===== config.mk =====
export PLATFORM = sky130hd
export DESIGN_NAME = rgb_period_color_classifier_flat
export DESIGN_NICKNAME = d
export VERILOG_FILES = /design/src/rtl/rgbpc_pkg.sv /design/src/rtl/rgbpc_in_if.sv /design/src/rtl/rgbpc_out_if.sv /design/src/rtl/rgbpc_front.sv /design/src/rtl/rgbpc_queue.sv /design/src/rtl/rgbpc_back.sv /design/src/rtl/rgb_period_color_classifier.sv /design/src/flat_wrapper.sv
export SDC_FILE = /design/constraint.sdc
export NUM_CORES = 1
export LEC_CHECK = 0
export BUFFER_PORTS_ARGS = -buffer_cell sky130_fd_sc_hd__buf_2
export CAP_MARGIN = 25
export CORE_AREA = 4 4 187 262
export CTS_CLUSTER_DIAMETER = 120
export DETAILED_ROUTE_END_ITERATION = 10
export DIE_AREA = 0 0 191 266
export PLACE_DENSITY = 0.82
export SLEW_MARGIN = 10
export SYNTH_ARGS = -nofsm -noshare
export SYNTH_HDL_FRONTEND = slang
export SYNTH_SLANG_ARGS = --single-unit
export TNS_END_PERCENT = 100

===== constraint.sdc =====
create_clock -name clk_i -period 8.72 [get_ports clk_i]
set_input_delay 0.872 -clock clk_i [delete_from_list [all_inputs] [get_ports clk_i]]
set_output_delay 0.872 -clock clk_i [all_outputs]
set_load 0.02 [all_outputs]

===== src/rtl/rgbpc_pkg.sv =====
// rgbpc_pkg: shared types, register codes and reset values of the rgb period classifier
// no dependencies; used by rgbpc_out_if, rgbpc_front, rgbpc_back and the top level
package rgbpc_pkg;

  localparam int FREQ_W   = 16;
  localparam int CNT_W    = 4;
  localparam int SETTLE_W = 8;
  localparam int LANE_W   = 16;
  localparam int BOX_W    = 48;
  localparam int CH_W     = 2;
  localparam int CLASS_W  = 2;
  localparam int PDATA_W  = 64;
  localparam int PADDR_W  = 6;
  localparam int BOX_SLOTS = 3;

  localparam logic [CH_W-1:0] CH_RED   = 2'd0;
  localparam logic [CH_W-1:0] CH_GREEN = 2'd1;
  localparam logic [CH_W-1:0] CH_BLUE  = 2'd2;

  localparam logic [CLASS_W-1:0] CLASS_NONE    = 2'd0;
  localparam logic [CLASS_W-1:0] CLASS_UNKNOWN = 2'd3;

  localparam logic [2:0] REG_NUMERATOR = 3'd0;
  localparam logic [2:0] REG_SETTLE    = 3'd1;
  localparam logic [2:0] REG_BOX_BASE  = 3'd2;

  localparam logic [FREQ_W-1:0]   NUMERATOR_RESET = 16'd12000;
  localparam logic [SETTLE_W-1:0] SETTLE_RESET    = 8'd1;

  typedef struct packed {
    logic [BOX_W-1:0] low;
    logic [BOX_W-1:0] high;
  } box_t;

  localparam box_t BOX_RESET [BOX_SLOTS] = '{
    '{low: 48'h001A_0012_001A, high: 48'h001C_0015_001C},
    '{low: 48'h004E_0046_004E, high: 48'h0051_0049_0064},
    '{low: 48'h0032_001E_003A, high: 48'h0037_0030_003E}
  };

  typedef struct packed {
    logic [CH_W-1:0]    measured_channel;
    logic [FREQ_W-1:0]  frequency;
    logic [CH_W-1:0]    next_channel;
    logic [FREQ_W-1:0]  red_value;
    logic [FREQ_W-1:0]  green_value;
    logic               class_valid;
    logic [CLASS_W-1:0] color_class;
  } result_t;

  function automatic logic [CH_W-1:0] next_channel(input logic [CH_W-1:0] ch);
    logic [CH_W-1:0] nx;
    if (ch == CH_BLUE || ch == CLASS_UNKNOWN) begin
      nx = CH_RED;
    end else begin
      nx = ch + 2'd1;
    end
    return nx;
  endfunction

endpackage


===== src/rtl/rgbpc_in_if.sv =====
// rgbpc_in_if: valid/ready channel carrying sensor edge stamps
// no dependencies
interface rgbpc_in_if #(
  parameter int TIMER_BITS = 16
);
  logic                  valid;
  logic                  ready;
  logic [TIMER_BITS-1:0] edge_stamp;

  modport source(output valid, output edge_stamp, input ready);
  modport sink(input valid, input edge_stamp, output ready);
endinterface


===== src/rtl/rgbpc_out_if.sv =====
// rgbpc_out_if: valid/ready channel carrying measurement and class results
// depends on rgbpc_pkg for field widths
interface rgbpc_out_if;
  logic                                valid;
  logic                                ready;
  logic [rgbpc_pkg::CH_W-1:0]          measured_channel;
  logic [rgbpc_pkg::FREQ_W-1:0]        frequency;
  logic [rgbpc_pkg::CH_W-1:0]          next_channel;
  logic [rgbpc_pkg::FREQ_W-1:0]        red_value;
  logic [rgbpc_pkg::FREQ_W-1:0]        green_value;
  logic                                class_valid;
  logic [rgbpc_pkg::CLASS_W-1:0]       color_class;

  modport source(output valid, output measured_channel, output frequency,
                 output next_channel, output red_value, output green_value,
                 output class_valid, output color_class, input ready);
  modport sink(input valid, input measured_channel, input frequency,
               input next_channel, input red_value, input green_value,
               input class_valid, input color_class, output ready);
endinterface


===== src/rtl/rgbpc_front.sv =====
// rgbpc_front: edge sequencer, settle discard, period stamping and channel rotation
// depends on rgbpc_pkg and rgbpc_in_if; pushes channel and period jobs into the queue
module rgbpc_front #(
  parameter int TIMER_BITS = 16
) (
  input  logic                                 clk_i,
  input  logic                                 rst_ni,
  rgbpc_in_if.sink                             in_i,
  input  logic [rgbpc_pkg::SETTLE_W-1:0]       settle_edges_i,
  input  logic                                 job_full_i,
  output logic                                 job_push_o,
  output logic [rgbpc_pkg::CH_W+TIMER_BITS-1:0] job_data_o
);

  logic [rgbpc_pkg::CH_W-1:0]     chan_q;
  logic [rgbpc_pkg::SETTLE_W-1:0] disc_q;
  logic                           have_q;
  logic [TIMER_BITS-1:0]          first_q;
  logic                           accept;
  logic [TIMER_BITS-1:0]          period;

  assign in_i.ready = !job_full_i;
  assign accept     = in_i.valid && in_i.ready;
  assign period     = in_i.edge_stamp - first_q;
  assign job_push_o = accept && (disc_q == '0) && have_q;
  assign job_data_o = {chan_q, period};

  always_ff @(posedge clk_i or negedge rst_ni) begin
    if (!rst_ni) begin
      chan_q <= rgbpc_pkg::CH_RED;
      disc_q <= rgbpc_pkg::SETTLE_RESET;
      have_q <= 1'b0;
    end else if (accept) begin
      if (disc_q != '0) begin
        disc_q <= disc_q - 8'd1;
      end else if (!have_q) begin
        have_q <= 1'b1;
      end else begin
        chan_q <= rgbpc_pkg::next_channel(chan_q);
        have_q <= 1'b0;
        disc_q <= settle_edges_i;
      end
    end
  end

  always_ff @(posedge clk_i) begin
    if (accept && (disc_q == '0) && !have_q) begin
      first_q <= in_i.edge_stamp;
    end
  end

endmodule


===== src/rtl/rgbpc_queue.sv =====
// rgbpc_queue: two-entry fifo between the edge front and the divider back
// no dependencies
module rgbpc_queue #(
  parameter int WIDTH = 18
) (
  input  logic             clk_i,
  input  logic             rst_ni,
  input  logic             push_i,
  input  logic [WIDTH-1:0] data_i,
  output logic             full_o,
  input  logic             pop_i,
  output logic             valid_o,
  output logic [WIDTH-1:0] data_o
);

  localparam int DEPTH = 2;

  logic [WIDTH-1:0] mem_q [DEPTH];
  logic             wptr_q;
  logic             rptr_q;
  logic [1:0]       cnt_q;

  assign full_o  = (cnt_q == 2'(DEPTH));
  assign valid_o = (cnt_q != 2'd0);
  assign data_o  = mem_q[rptr_q];

  always_ff @(posedge clk_i or negedge rst_ni) begin
    if (!rst_ni) begin
      wptr_q <= 1'b0;
      rptr_q <= 1'b0;
      cnt_q  <= 2'd0;
    end else begin
      if (push_i) begin
        wptr_q <= !wptr_q;
      end
      if (pop_i) begin
        rptr_q <= !rptr_q;
      end
      cnt_q <= cnt_q + 2'(push_i) - 2'(pop_i);
    end
  end

  always_ff @(posedge clk_i) begin
    if (push_i) begin
      mem_q[wptr_q] <= data_i;
    end
  end

endmodule


===== src/rtl/rgbpc_back.sv =====
// rgbpc_back: serial restoring divider, rgb value store, box classifier, result register
// depends on rgbpc_pkg and rgbpc_out_if; pops jobs from rgbpc_queue
module rgbpc_back #(
  parameter int TIMER_BITS  = 16,
  parameter int NUM_CLASSES = 3
) (
  input  logic                                  clk_i,
  input  logic                                  rst_ni,
  input  logic                                  job_valid_i,
  input  logic [rgbpc_pkg::CH_W+TIMER_BITS-1:0] job_data_i,
  output logic                                  job_pop_o,
  input  logic [rgbpc_pkg::FREQ_W-1:0]          numerator_i,
  input  rgbpc_pkg::box_t                       boxes_i [NUM_CLASSES],
  rgbpc_out_if.source                           out_o
);

  localparam logic [1:0] S_IDLE = 2'd0;
  localparam logic [1:0] S_DIV  = 2'd1;
  localparam logic [1:0] S_DONE = 2'd2;

  localparam int FW = rgbpc_pkg::FREQ_W;
  localparam int LW = rgbpc_pkg::LANE_W;

  logic [1:0]                    state_q;
  logic [rgbpc_pkg::CNT_W-1:0]   cnt_q;
  logic [rgbpc_pkg::CH_W-1:0]    ch_q;
  logic [TIMER_BITS-1:0]         div_q;
  logic [TIMER_BITS-1:0]         rem_q;
  logic [FW-1:0]                 quo_q;
  logic [FW-1:0]                 red_q;
  logic [FW-1:0]                 green_q;
  logic                          out_vq;
  rgbpc_pkg::result_t            res_q;

  logic [rgbpc_pkg::CH_W-1:0]    job_ch;
  logic [TIMER_BITS-1:0]         job_period;
  logic [TIMER_BITS:0]           rem_sh;
  logic                          ge;
  logic [TIMER_BITS-1:0]         rem_nx;
  logic                          emit;
  logic [rgbpc_pkg::CLASS_W-1:0] cls;

  assign job_ch     = job_data_i[rgbpc_pkg::CH_W+TIMER_BITS-1:TIMER_BITS];
  assign job_period = job_data_i[TIMER_BITS-1:0];
  assign job_pop_o  = (state_q == S_IDLE) && job_valid_i;
  assign emit       = (state_q == S_DONE) && (!out_vq || out_o.ready);

  assign rem_sh = {rem_q, quo_q[FW-1]};
  assign ge     = rem_sh >= {1'b0, div_q};
  assign rem_nx = ge ? TIMER_BITS'(rem_sh - {1'b0, div_q}) : rem_sh[TIMER_BITS-1:0];

  // lowest matching box wins
  always_comb begin
    cls = rgbpc_pkg::CLASS_UNKNOWN;
    for (int k = NUM_CLASSES - 1; k >= 0; k--) begin
      if (red_q   >= boxes_i[k].low[3*LW-1:2*LW] && red_q   <= boxes_i[k].high[3*LW-1:2*LW] &&
          green_q >= boxes_i[k].low[2*LW-1:LW]   && green_q <= boxes_i[k].high[2*LW-1:LW] &&
          quo_q   >= boxes_i[k].low[LW-1:0]      && quo_q   <= boxes_i[k].high[LW-1:0]) begin
        cls = rgbpc_pkg::CLASS_W'(k);
      end
    end
  end

  always_ff @(posedge clk_i or negedge rst_ni) begin
    if (!rst_ni) begin
      state_q <= S_IDLE;
      out_vq  <= 1'b0;
      red_q   <= '0;
      green_q <= '0;
    end else begin
      out_vq <= (out_vq && !out_o.ready) || emit;
      unique case (state_q)
        S_IDLE: begin
          if (job_valid_i) begin
            state_q <= (job_period == '0) ? S_DONE : S_DIV;
          end
        end
        S_DIV: begin
          if (cnt_q == '0) begin
            state_q <= S_DONE;
          end
        end
        S_DONE: begin
          if (emit) begin
            state_q <= S_IDLE;
            if (ch_q == rgbpc_pkg::CH_RED) begin
              red_q <= quo_q;
            end
            if (ch_q == rgbpc_pkg::CH_GREEN) begin
              green_q <= quo_q;
            end
          end
        end
        default: begin
          state_q <= S_IDLE;
        end
      endcase
    end
  end

  always_ff @(posedge clk_i) begin
    if (job_pop_o) begin
      ch_q  <= job_ch;
      div_q <= job_period;
      rem_q <= '0;
      quo_q <= numerator_i;
      cnt_q <= rgbpc_pkg::CNT_W'(FW - 1);
    end else if (state_q == S_DIV) begin
      rem_q <= rem_nx;
      quo_q <= {quo_q[FW-2:0], ge};
      cnt_q <= cnt_q - 4'd1;
    end
    if (emit) begin
      res_q.measured_channel <= ch_q;
      res_q.frequency        <= quo_q;
      res_q.next_channel     <= rgbpc_pkg::next_channel(ch_q);
      res_q.red_value        <= (ch_q == rgbpc_pkg::CH_RED) ? quo_q : red_q;
      res_q.green_value      <= (ch_q == rgbpc_pkg::CH_GREEN) ? quo_q : green_q;
      res_q.class_valid      <= (ch_q == rgbpc_pkg::CH_BLUE);
      res_q.color_class      <= (ch_q == rgbpc_pkg::CH_BLUE) ? cls : rgbpc_pkg::CLASS_NONE;
    end
  end

  assign out_o.valid            = out_vq;
  assign out_o.measured_channel = res_q.measured_channel;
  assign out_o.frequency        = res_q.frequency;
  assign out_o.next_channel     = res_q.next_channel;
  assign out_o.red_value        = res_q.red_value;
  assign out_o.green_value      = res_q.green_value;
  assign out_o.class_valid      = res_q.class_valid;
  assign out_o.color_class      = res_q.color_class;

  a_div_ends: assert property (@(posedge clk_i) disable iff (!rst_ni)
    (state_q == S_DIV && cnt_q == '0) |=> state_q == S_DONE)
    else $error("divider did not finish after last step");

  a_div_starts: assert property (@(posedge clk_i) disable iff (!rst_ni)
    (job_pop_o && job_period != '0) |=> state_q == S_DIV)
    else $error("nonzero period did not start the divider");

  a_class_blue: assert property (@(posedge clk_i) disable iff (!rst_ni)
    out_vq |-> (res_q.class_valid == (res_q.measured_channel == rgbpc_pkg::CH_BLUE)))
    else $error("class_valid does not match blue measurement");

  a_class_zero: assert property (@(posedge clk_i) disable iff (!rst_ni)
    (out_vq && !res_q.class_valid) |-> res_q.color_class == rgbpc_pkg::CLASS_NONE)
    else $error("color_class set without class_valid");

endmodule


===== src/rtl/rgb_period_color_classifier.sv =====
// rgb_period_color_classifier: top level with apb register file, front, queue and back
// depends on rgbpc_pkg, rgbpc_in_if, rgbpc_out_if, rgbpc_front, rgbpc_queue, rgbpc_back
//
// in_i carries one timer stamp per rising edge of the sensor output; out_o carries one
// result per completed channel measurement. Per channel, settle_edges edges are dropped,
// the next edge is stamped and the one after ends the period. The front handles each edge
// as it is accepted and keeps accepting while the two-entry job queue has room.
// The back pops a job, runs a one-bit-per-cycle restoring divider (a zero period
// skips it), then loads the result register and raises out_o.valid; it pops no new
// job until that result is loaded.
// Blue results also carry the first matching color box, or unknown.
// When out_o stalls the result register holds, the back finishes its next division and
// waits, and once the queue fills in_i.ready drops.
// Reset clears channel to red, the discard count to the settle reset, the stored red and
// green values to zero, and loads the register reset values. Registers sit at byte
// address 8*index, 64-bit data, pready always high; write only while the block is idle.
module rgb_period_color_classifier #(
  parameter int TIMER_BITS  = 16,
  parameter int NUM_CLASSES = 3
) (
  input  logic                            clk_i,
  input  logic                            rst_ni,
  rgbpc_in_if.sink                        in_i,
  rgbpc_out_if.source                     out_o,
  input  logic                            psel,
  input  logic                            penable,
  input  logic                            pwrite,
  input  logic [rgbpc_pkg::PADDR_W-1:0]   paddr,
  input  logic [rgbpc_pkg::PDATA_W-1:0]   pwdata,
  output logic [rgbpc_pkg::PDATA_W-1:0]   prdata,
  output logic                            pready
);

  localparam int JOB_W = rgbpc_pkg::CH_W + TIMER_BITS;

  logic [rgbpc_pkg::FREQ_W-1:0]   numerator_q;
  logic [rgbpc_pkg::SETTLE_W-1:0] settle_q;
  rgbpc_pkg::box_t                box_q [NUM_CLASSES];
  logic [2:0]                     reg_idx;
  logic                           wr_en;

  logic             job_push;
  logic [JOB_W-1:0] job_wdata;
  logic             job_full;
  logic             job_pop;
  logic             job_valid;
  logic [JOB_W-1:0] job_rdata;

  assign pready  = 1'b1;
  assign reg_idx = paddr[rgbpc_pkg::PADDR_W-1:3];
  assign wr_en   = psel && penable && pwrite && pready;

  always_ff @(posedge clk_i or negedge rst_ni) begin
    if (!rst_ni) begin
      numerator_q <= rgbpc_pkg::NUMERATOR_RESET;
      settle_q    <= rgbpc_pkg::SETTLE_RESET;
      for (int k = 0; k < NUM_CLASSES; k++) begin
        box_q[k] <= rgbpc_pkg::BOX_RESET[k];
      end
    end else if (wr_en) begin
      if (reg_idx == rgbpc_pkg::REG_NUMERATOR) begin
        numerator_q <= pwdata[rgbpc_pkg::FREQ_W-1:0];
      end
      if (reg_idx == rgbpc_pkg::REG_SETTLE) begin
        settle_q <= pwdata[rgbpc_pkg::SETTLE_W-1:0];
      end
      for (int k = 0; k < NUM_CLASSES; k++) begin
        if (reg_idx == rgbpc_pkg::REG_BOX_BASE + 3'(2 * k)) begin
          box_q[k].low <= pwdata[rgbpc_pkg::BOX_W-1:0];
        end
        if (reg_idx == rgbpc_pkg::REG_BOX_BASE + 3'(2 * k + 1)) begin
          box_q[k].high <= pwdata[rgbpc_pkg::BOX_W-1:0];
        end
      end
    end
  end

  always_comb begin
    prdata = '0;
    if (reg_idx == rgbpc_pkg::REG_NUMERATOR) begin
      prdata = rgbpc_pkg::PDATA_W'(numerator_q);
    end
    if (reg_idx == rgbpc_pkg::REG_SETTLE) begin
      prdata = rgbpc_pkg::PDATA_W'(settle_q);
    end
    for (int k = 0; k < NUM_CLASSES; k++) begin
      if (reg_idx == rgbpc_pkg::REG_BOX_BASE + 3'(2 * k)) begin
        prdata = rgbpc_pkg::PDATA_W'(box_q[k].low);
      end
      if (reg_idx == rgbpc_pkg::REG_BOX_BASE + 3'(2 * k + 1)) begin
        prdata = rgbpc_pkg::PDATA_W'(box_q[k].high);
      end
    end
  end

  rgbpc_front #(
    .TIMER_BITS(TIMER_BITS)
  ) u_front (
    .clk_i         (clk_i),
    .rst_ni        (rst_ni),
    .in_i          (in_i),
    .settle_edges_i(settle_q),
    .job_full_i    (job_full),
    .job_push_o    (job_push),
    .job_data_o    (job_wdata)
  );

  rgbpc_queue #(
    .WIDTH(JOB_W)
  ) u_queue (
    .clk_i  (clk_i),
    .rst_ni (rst_ni),
    .push_i (job_push),
    .data_i (job_wdata),
    .full_o (job_full),
    .pop_i  (job_pop),
    .valid_o(job_valid),
    .data_o (job_rdata)
  );

  rgbpc_back #(
    .TIMER_BITS (TIMER_BITS),
    .NUM_CLASSES(NUM_CLASSES)
  ) u_back (
    .clk_i      (clk_i),
    .rst_ni     (rst_ni),
    .job_valid_i(job_valid),
    .job_data_i (job_rdata),
    .job_pop_o  (job_pop),
    .numerator_i(numerator_q),
    .boxes_i    (box_q),
    .out_o      (out_o)
  );

endmodule

===== src/flat_wrapper.sv =====
// flat-port wrapper written by rule: the top's interface ports become plain ports
module rgb_period_color_classifier_flat 
#(
  parameter int TIMER_BITS  = 16,
  parameter int NUM_CLASSES = 3
)
  (clk_i, rst_ni, psel, penable, pwrite, paddr, pwdata, prdata, pready, in_i_valid, in_i_edge_stamp, in_i_ready, out_o_valid, out_o_measured_channel, out_o_frequency, out_o_next_channel, out_o_red_value, out_o_green_value, out_o_class_valid, out_o_color_class, out_o_ready);
  rgbpc_in_if #(.TIMER_BITS(TIMER_BITS)) in_i_i ();
  rgbpc_out_if out_o_i ();
  input  logic clk_i;
  input  logic rst_ni;
  input  logic psel;
  input  logic penable;
  input  logic pwrite;
  input  logic [rgbpc_pkg::PADDR_W-1:0] paddr;
  input  logic [rgbpc_pkg::PDATA_W-1:0] pwdata;
  output logic [rgbpc_pkg::PDATA_W-1:0] prdata;
  output logic pready;
  input wire logic [$bits(in_i_i.valid)-1:0] in_i_valid;
  input wire logic [$bits(in_i_i.edge_stamp)-1:0] in_i_edge_stamp;
  output wire logic [$bits(in_i_i.ready)-1:0] in_i_ready;
  output wire logic [$bits(out_o_i.valid)-1:0] out_o_valid;
  output wire logic [$bits(out_o_i.measured_channel)-1:0] out_o_measured_channel;
  output wire logic [$bits(out_o_i.frequency)-1:0] out_o_frequency;
  output wire logic [$bits(out_o_i.next_channel)-1:0] out_o_next_channel;
  output wire logic [$bits(out_o_i.red_value)-1:0] out_o_red_value;
  output wire logic [$bits(out_o_i.green_value)-1:0] out_o_green_value;
  output wire logic [$bits(out_o_i.class_valid)-1:0] out_o_class_valid;
  output wire logic [$bits(out_o_i.color_class)-1:0] out_o_color_class;
  input wire logic [$bits(out_o_i.ready)-1:0] out_o_ready;
  assign in_i_i.valid = in_i_valid;
  assign in_i_i.edge_stamp = in_i_edge_stamp;
  assign in_i_ready = in_i_i.ready;
  assign out_o_valid = out_o_i.valid;
  assign out_o_measured_channel = out_o_i.measured_channel;
  assign out_o_frequency = out_o_i.frequency;
  assign out_o_next_channel = out_o_i.next_channel;
  assign out_o_red_value = out_o_i.red_value;
  assign out_o_green_value = out_o_i.green_value;
  assign out_o_class_valid = out_o_i.class_valid;
  assign out_o_color_class = out_o_i.color_class;
  assign out_o_i.ready = out_o_ready;
  rgb_period_color_classifier #(.TIMER_BITS(TIMER_BITS), .NUM_CLASSES(NUM_CLASSES)) u_core (.clk_i(clk_i), .rst_ni(rst_ni), .in_i(in_i_i), .out_o(out_o_i), .psel(psel), .penable(penable), .pwrite(pwrite), .paddr(paddr), .pwdata(pwdata), .prdata(prdata), .pready(pready));
endmodule

==> results of run 1 <==
## logic make-up (layout without fill, tap and decap cells)
group           count (synthesis)  count (layout)
compound gates                742             742
xor+xnor                       29              29
fa+ha+maj                     329             329
buf+inv                       467             629
flops                         523             523
mux                           208             208
other cells                     2              22
simple gates                  708             708
## report_power, final
part	internal, mW	switching [mW]
combinational	1.23	1.75
clock	1.40	0.974
sequential	3.15	0.576
total	5.78	3.30
## routing by layer
metal  up-vias  track usage, %  wire length, µm
li1      10800               -                -
met1     11600            38.6            30400
met2      1230            57.7            42500
met3       405            6.06             6830
met4         6            22.8             6610
met5         -               0               44
## sequential cells by signal, indices dropped and copies added (netlist names), 2 cells and up
name and cells:
u_core.box_q 288, u_core.u_queue.mem_q 36, u_core.numerator_q 16, u_core.u_back.div_q 16
u_core.u_back.green_q 16, u_core.u_back.out_o.frequency 16, u_core.u_back.out_o.green_value 16, u_core.u_back.out_o.red_value 16
u_core.u_back.quo_q 16, u_core.u_back.red_q 16, u_core.u_back.rem_q 16, u_core.u_front.first_q 16
u_core.settle_q 8, u_core.u_front.disc_q 8, u_core.u_back.cnt_q 4, u_core.u_back.ch_q 2
u_core.u_back.out_o.color_class 2, u_core.u_back.out_o.measured_channel 2, u_core.u_back.out_o.next_channel 2, u_core.u_back.state_q 2
u_core.u_front.chan_q 2, u_core.u_queue.cnt_q 2
## cells in the final DEF, fill, tap and decap left out, types with 14 or more instances in the layout
cell,Yosys,routed
nand2_1,433,433
o21ai_0,386,385
inv_1,329,329
ha_1,327,327
dfrtp_1,293,293
buf_2,16,175
edfxtp_1,141,141
a21oi_1,136,136
mux2_2,128,128
nor2_1,94,90
dfstp_2,69,69
mux2i_1,59,59
clkbuf_16,0,53
a21o_1,45,45
nand4_1,43,43
nor2b_1,28,25
buf_4,17,25
nand3_1,25,24
xnor2_1,23,23
a221oi_1,22,22
o22ai_1,21,21
a211oi_1,20,20
dfxtp_1,20,20
mux4_2,19,19
nor3_1,22,19
conb_1,2,17
a22o_1,14,14
o221ai_1,14,14
## critical path, delay by kind of cell
| family | cells | cell delay (ns) |
|---|---|---|
| and+or+nand+nor | 2 | 1.02 |
| buffers and inverters | 3 | 1.18 |
| AOI/OAI and AO/OA | 2 | 0.48 |
## final timing paths
path / startpoint / endpoint / cells after the start
max: paddr[5] / prdata[47] / 7
min: rst_ni / u_core.box_q[120]$_DFFE_PN0P_ / 1
max reg2reg: u_core.u_back.quo_q[0]$_DFFE_PP_ / u_core.u_back.out_o.color_class[1]$_SDFFCE_PP0P_ / 10
min reg2reg: u_core.u_back.rem_q[15]$_SDFFE_PP0P_ / u_core.u_back.rem_q[15]$_SDFFE_PP0P_ / 2
max in group asynchronous: rst_ni / u_core.u_back.red_q[6]$_DFFE_PN0P_ / 2
min in group clk_i: u_core.u_back.rem_q[15]$_SDFFE_PP0P_ / u_core.u_back.rem_q[15]$_SDFFE_PP0P_ / 2
## per-stage QoR
stage               hold slack, ns  setup slack, ns  util, %
floorplan                    0.426             5.01        -
global placement             0.440             3.91     67.1
detailed placement           0.456             4.22     67.2
CTS                          0.325             4.19     71.0
global route                 0.363             4.12     71.1
finish                       0.291             4.26     71.2
## area by class of cell
type	count	area [µm²]	share of cell area, %
Multi-Input combinational cell	2033	14500	43.5
Sequential cell	523	13800	41.5
Clock buffer	64	1400	4.21
Inverter	329	1230	3.72
Timing Repair Buffer	206	1180	3.55
Tap cell	624	781	2.35
Clock inverter	30	383	1.15
Antenna cell	5	12.5	0.0377
==> run_results.csv, run 1 <==
group,metric,value,unit
cells_and_area,fill_cells,3310,
logic_synthesis,synth_top_family_by_area,"compound AO/OA/AOI/OAI gates",
clocking,cts-root-buf,"clkbuf_16",
grt,antenna_found_initial,7,
timing,tightest_slew,1.08,ns
clocking,cts_max_level,2,
clocking,postCtsSetupBuffers,0,
worst_setup_path,endpoint_kind,"primary output",
logic_synthesis,syn_area,0.0300,mm²
floorplan,die_x,191,µm
timing,finalHoldViolations,0,
worst_setup_path,crit_slowest_cell,"nor2b_2",
floorplan,pin_count,215,
detailed_routing,drt_pre_antenna_iters,7,
power,ir_drop,0.205,mV
floorplan,initial_core_util,64.2,%
logic_synthesis,synth.distinct_cells,73,
logic_synthesis,synth_edf_count,141,
grt,grt_first_pass_wirelength,134000,µm
timing,rsz0062_at_grt,"false",
timing,fmax,224,MHz
detailed_routing,post_drt_wl_per_cell,22.7,µm
worst_setup_path,cp_common_cell,"buf_4",
clocking,clkLatencyLatePin,0.59,ns
worst_setup_path,crit_path_max_fanout,65,
timing,finClkSkew,0.0254,ns
timing,tns,0,ns
grt,grt_usage,33.8,%
worst_setup_path,critPathRequiredTime,7.85,ns
clocking,cts_tree,"built",
logic_synthesis,synthSimpleGateAreaFrac,10.3,%
run_status,status,"finished clean",
power,p_per_area,273,mW/mm²
hold_path,hold_class,"in2async",
logic_synthesis,synthAdderAreaFrac,13.8,%
logic_synthesis,synth_mux_area_share,8.28,%
logic_synthesis,post-synth-top-count-cell,"nand2_1",
power,total_power,9.08,mW
cells_and_area,syn_to_final_growth,10.9,%
cells_and_area,final_layout_size_suffix_gt1_share,16.5,%
logic_synthesis,syn-instance-count,3008,
logic_synthesis,avgSynthCellArea,9.96,µm²
clocking,postCtsHoldBufs,0,
clocking,cts_inserted_buffers,51,
floorplan,num_rows,94,
logic_synthesis,yosys_warnings,0,
worst_setup_path,critPathKind,"in2out",
worst_setup_path,crit_path_cell_trace,"buf_4 -> buf_4 -> nor2b_2 -> a22o_1 -> nand2_1 -> o221ai_1 -> buf_2",
timing,slew_violations,0,
logic_synthesis,synth_top_cell_by_area,"dfrtp_1",
grt,grt_pass1_vias,25100,
timing,setup_violations,0,
grt,grt_max_degree,142,
logic_synthesis,synth_seq_cells,523,
logic_synthesis,netlist_top_cells_count,"nand2_1, o21ai_0, inv_1, ha_1, dfrtp_1",
detailed_routing,drt-total-wl,86400,µm
logic_synthesis,synth-compound-area-share,14.6,%
floorplan,design.die.area,0.0508,mm²
detailed_routing,drtIter0Drc,2014,
clocking,clockBufferDepth,3,
grt,grt-ovfl-total,0,
logic_synthesis,ys.flop_type,"dfrtp_1",
logic_synthesis,yosys.area.top_type_share,24.5,%
placed_design,place_inst,3712,
worst_setup_path,crit_arrival,3.59,ns
logic_synthesis,ys_async_sr_fraction,69.2,%
worst_setup_path,cpPeakStageDelay,0.97,ns
job,cap_violations,0,
timing,maxSlewHeadroom,28.3,%
floorplan,core_region_area,0.0467,mm²
placed_design,io_buffer_count,178,
power,p_leak,15.8,nW
cells_and_area,fin_nets,3566,
logic_synthesis,synth_seq_area_share,46.0,%
cells_and_area,design_area,0.0332,mm²
placed_design,gp_congestion,0.930,
detailed_routing,postRouteAntennaNets,0,
timing,post-route-min-period,4.46,ns
logic_synthesis,synth-xor-area-share,0.848,%
placed_design,placed_cell_area,0.0314,mm²
timing,timing.final.crit_share,51.2,%
clocking,cts_resized,0,
worst_setup_path,rrSetupSlack,5.03,ns
worst_setup_path,startpoint_type,"input port",
detailed_routing,drc,0,
logic_synthesis,ys_top_cells_by_area,"dfrtp_1, edfxtp_1, ha_1",
placed_design,dpl.hpwl,59600,µm
cells_and_area,finalNonFillerCells,3814,
detailed_routing,viasPerCell,6.30,
detailed_routing,vias,24000,
clocking,clk_pin_slew_worst_paths,0.07,ns
floorplan,die_h,266,µm
clocking,clock-sinks,523,
(Power assumes the default switching activity.)
==> run 2: changes to the inputs <==
--- a/config.mk
+++ b/config.mk
@@ -5,13 +5,14 @@
 export SDC_FILE = /design/constraint.sdc
 export NUM_CORES = 1
 export LEC_CHECK = 0
+export ABC_AREA = 1
 export BUFFER_PORTS_ARGS = -buffer_cell sky130_fd_sc_hd__buf_2
 export CAP_MARGIN = 25
-export CORE_AREA = 4 4 187 262
+export CORE_AREA = 4 4 193 270
 export CTS_CLUSTER_DIAMETER = 120
 export DETAILED_ROUTE_END_ITERATION = 10
-export DIE_AREA = 0 0 191 266
-export PLACE_DENSITY = 0.82
+export DIE_AREA = 0 0 197 274
+export PLACE_DENSITY = 0.78
 export SLEW_MARGIN = 10
 export SYNTH_ARGS = -nofsm -noshare
 export SYNTH_HDL_FRONTEND = slang
==> constraint.sdc (replaced) <==
create_clock -name clk_i -period 4.2 [get_ports clk_i]
set_input_delay 0.42 -clock clk_i [delete_from_list [all_inputs] [get_ports clk_i]]
set_output_delay 0.42 -clock clk_i [all_outputs]
set_load 0.02 [all_outputs]
==> run 2 against run 1 <==
  * Clock skew shrank 0.0052 ns
  * Wire length is 2.2% lower
  * Global-route usage down 2.7 points
  * Die area grew 6.2%
  * Core utilization fell by 4.2 points
  * Sequential power is 120% higher
  * Sequential cell count unchanged
==> run_results.csv, run 2 <==
group,metric,value,unit
placed_design,placed_cell_area,0.0315,mm²
logic_synthesis,avgSynthCellArea,8.55,µm²
grt,grt_max_degree,101,
floorplan,initial_core_util,60.4,%
timing,post-route-min-period,2.92,ns
logic_synthesis,ys_async_sr_fraction,69.2,%
cells_and_area,design_area,0.0333,mm²
detailed_routing,vias,25100,
placed_design,io_buffer_count,178,
logic_synthesis,synth_seq_cells,523,
cells_and_area,final_cell_mix,"nand2_1, inv_1, o21ai_0",
logic_synthesis,syn_area,0.0301,mm²
clocking,cts_max_level,2,
cells_and_area,final_layout_size_suffix_gt1_share,10.6,%
logic_synthesis,ys.flop_type,"dfrtp_1",
cells_and_area,fin_nets,4090,
grt,grt_usage,31.1,%
detailed_routing,post_drt_wl_per_cell,19.4,µm
clocking,cts-root-buf,"clkbuf_16",
detailed_routing,drt_pre_antenna_iters,6,
run_status,status,"finished clean",
grt,grt-ovfl-total,0,
clocking,clkLatencyLatePin,0.59,ns
timing,finClkSkew,0.0202,ns
logic_synthesis,netlist_top_cells_count,"nand2_1, inv_1, o21ai_0, ha_1, dfrtp_1",
timing,rsz0062_at_grt,"false",
clocking,cts_tree,"built",
placed_design,place_ws,1.37,ns
placed_design,gp_congestion,0.937,
cells_and_area,reg_top3,"u_core.box_q: 288 flops, u_core.u_queue.mem_q: 36 flops",
grt,grt_first_pass_wirelength,133000,µm
cells_and_area,largest_reg_flops,288,
grt,grt_pass1_vias,25000,
floorplan,num_rows,97,
grt,antenna_found_initial,5,
timing,fmax,343,MHz
logic_synthesis,yosys_warnings,0,
logic_synthesis,yosys.area.top_type_share,24.4,%
cells_and_area,syn_to_final_growth,10.8,%
cells_and_area,layout_commonest_cell,"nand2_1",
floorplan,die_x,197,µm
logic_synthesis,synth_seq_area_share,45.8,%
timing,setup_ws,1.28,ns
worst_setup_path,critPathKind,"in2out",
timing,finalHoldViolations,0,
floorplan,core_region_area,0.0498,mm²
logic_synthesis,synth.distinct_cells,54,
cells_and_area,top_register,"u_core.box_q",
job,cap_violations,0,
worst_setup_path,endpoint_kind,"primary output",
detailed_routing,drtIter0Drc,1949,
detailed_routing,drc,0,
worst_setup_path,crit_path_max_fanout,32,
clocking,postCtsSetupBuffers,0,
timing,tightest_slew,0.992,ns
logic_synthesis,synth_edf_count,141,
detailed_routing,drt-total-wl,84500,µm
timing,maxSlewHeadroom,33.8,%
power,ir_drop,0.395,mV
worst_setup_path,crit_arrival,2.50,ns
clocking,clockBufferDepth,3,
floorplan,pin_count,215,
floorplan,design.die.area,0.0540,mm²
logic_synthesis,post-synth-top-count-cell,"nand2_1",
timing,slew_violations,0,
logic_synthesis,syn-instance-count,3519,
cells_and_area,postLayoutCoreUtil,67.0,%
worst_setup_path,startpoint_type,"input port",
hold_path,hold_class,"in2reg",
clocking,clk_pin_slew_worst_paths,0.06,ns
power,p_per_area,650,mW/mm²
worst_setup_path,critPathRequiredTime,3.78,ns
detailed_routing,postRouteAntennaNets,0,
placed_design,dpl.hpwl,61700,µm
floorplan,die_h,274,µm
clocking,clock-sinks,523,
timing,tns,0,ns
power,p_leak,16.1,nW
clocking,cts_inserted_buffers,49,
detailed_routing,viasPerCell,5.76,
timing,timing.final.crit_share,69.5,%
logic_synthesis,synth_top_cell_by_area,"dfrtp_1",
timing,setup_violations,0,
logic_synthesis,ys_top_cells_by_area,"dfrtp_1, edfxtp_1, ha_1",
run 2: layout make-up:
cell class	instances	area, µm²
fillers	4071	16400
well taps	643	805
repair buffers	216	1320
clock inverters	25	312
clock buffers	67	1390
diodes	1	2.50
multi-input cells	2345	13700
flip-flops and latches	523	13800
inverters	533	2000
run 2: cells by family after synthesis:
logic type                 after synthesis  synth area share, %
AOI/OAI and AO/OA                      843                 15.5
muxes                                    1               0.0333
adders and majority gates              329                 13.7
buffers and inverters                  666                 8.89
other                                    2               0.0250
and+or+nand+nor                       1125                 15.1
DFF                                    523                 45.8
xor gates and xnor gates                30                0.874
run 2: repair_timing:
item / CTS / global route
gates resized for setup: 0 / 0
hold endpoints to repair: 78 / 0
hold buffers: 1 / 0
run 2: worst paths after layout:
path	from	end	slack, ns	cells past startpoint
max	paddr[4]	prdata[44]	1.28	9
min	out_o_ready	u_core.u_back.out_o.valid$_DFF_PN0_	0.03	2
max reg2reg	u_core.u_back.quo_q[15]$_DFFE_PP_	u_core.u_back.rem_q[10]$_SDFFE_PP0P_	1.38	10
min reg2reg	u_core.u_back.rem_q[5]$_SDFFE_PP0P_	u_core.u_back.rem_q[5]$_SDFFE_PP0P_	0.47	2
max in group asynchronous	rst_ni	u_core.box_q[194]$_DFFE_PN1P_	2.67	3
min in group asynchronous	rst_ni	u_core.u_back.out_o.valid$_DFF_PN0_	0.47	2
run 2: stage by stage:
step	cells	power (mW)	hold slack (ns)
after floorplan	3534	13.9	0.124
after global placement	4255	16.5	0.458
after detailed placement	4256	16.8	0.461
after CTS	4349	21.6	0.00962
after global routing	4352	23.3	0.0173
final	4353	21.7	0.0305
run 2: power breakdown:
group | total [mW] | internal, mW | switching [mW]
logic | 8.72 | 3.20 | 5.52
clock network | 4.74 | 2.75 | 1.99
registers | 8.20 | 6.78 | 1.43
run 2: routing by layer:
metal	part of all wire, %	GRT usage (%)
met2	51	55.7
met3	6.5	4.87
met5	0.066	0
met1	37	35.6
met4	6.1	16.2
run 2: critical path: stages:
cell      delay [ns]
buf_2           0.14
inv_2           0.13
nor3_2          0.07
inv_2           0.66
buf_4           0.30
o22ai_1         0.08
a221oi_1        0.23
o221ai_1        0.22
buf_2           0.24
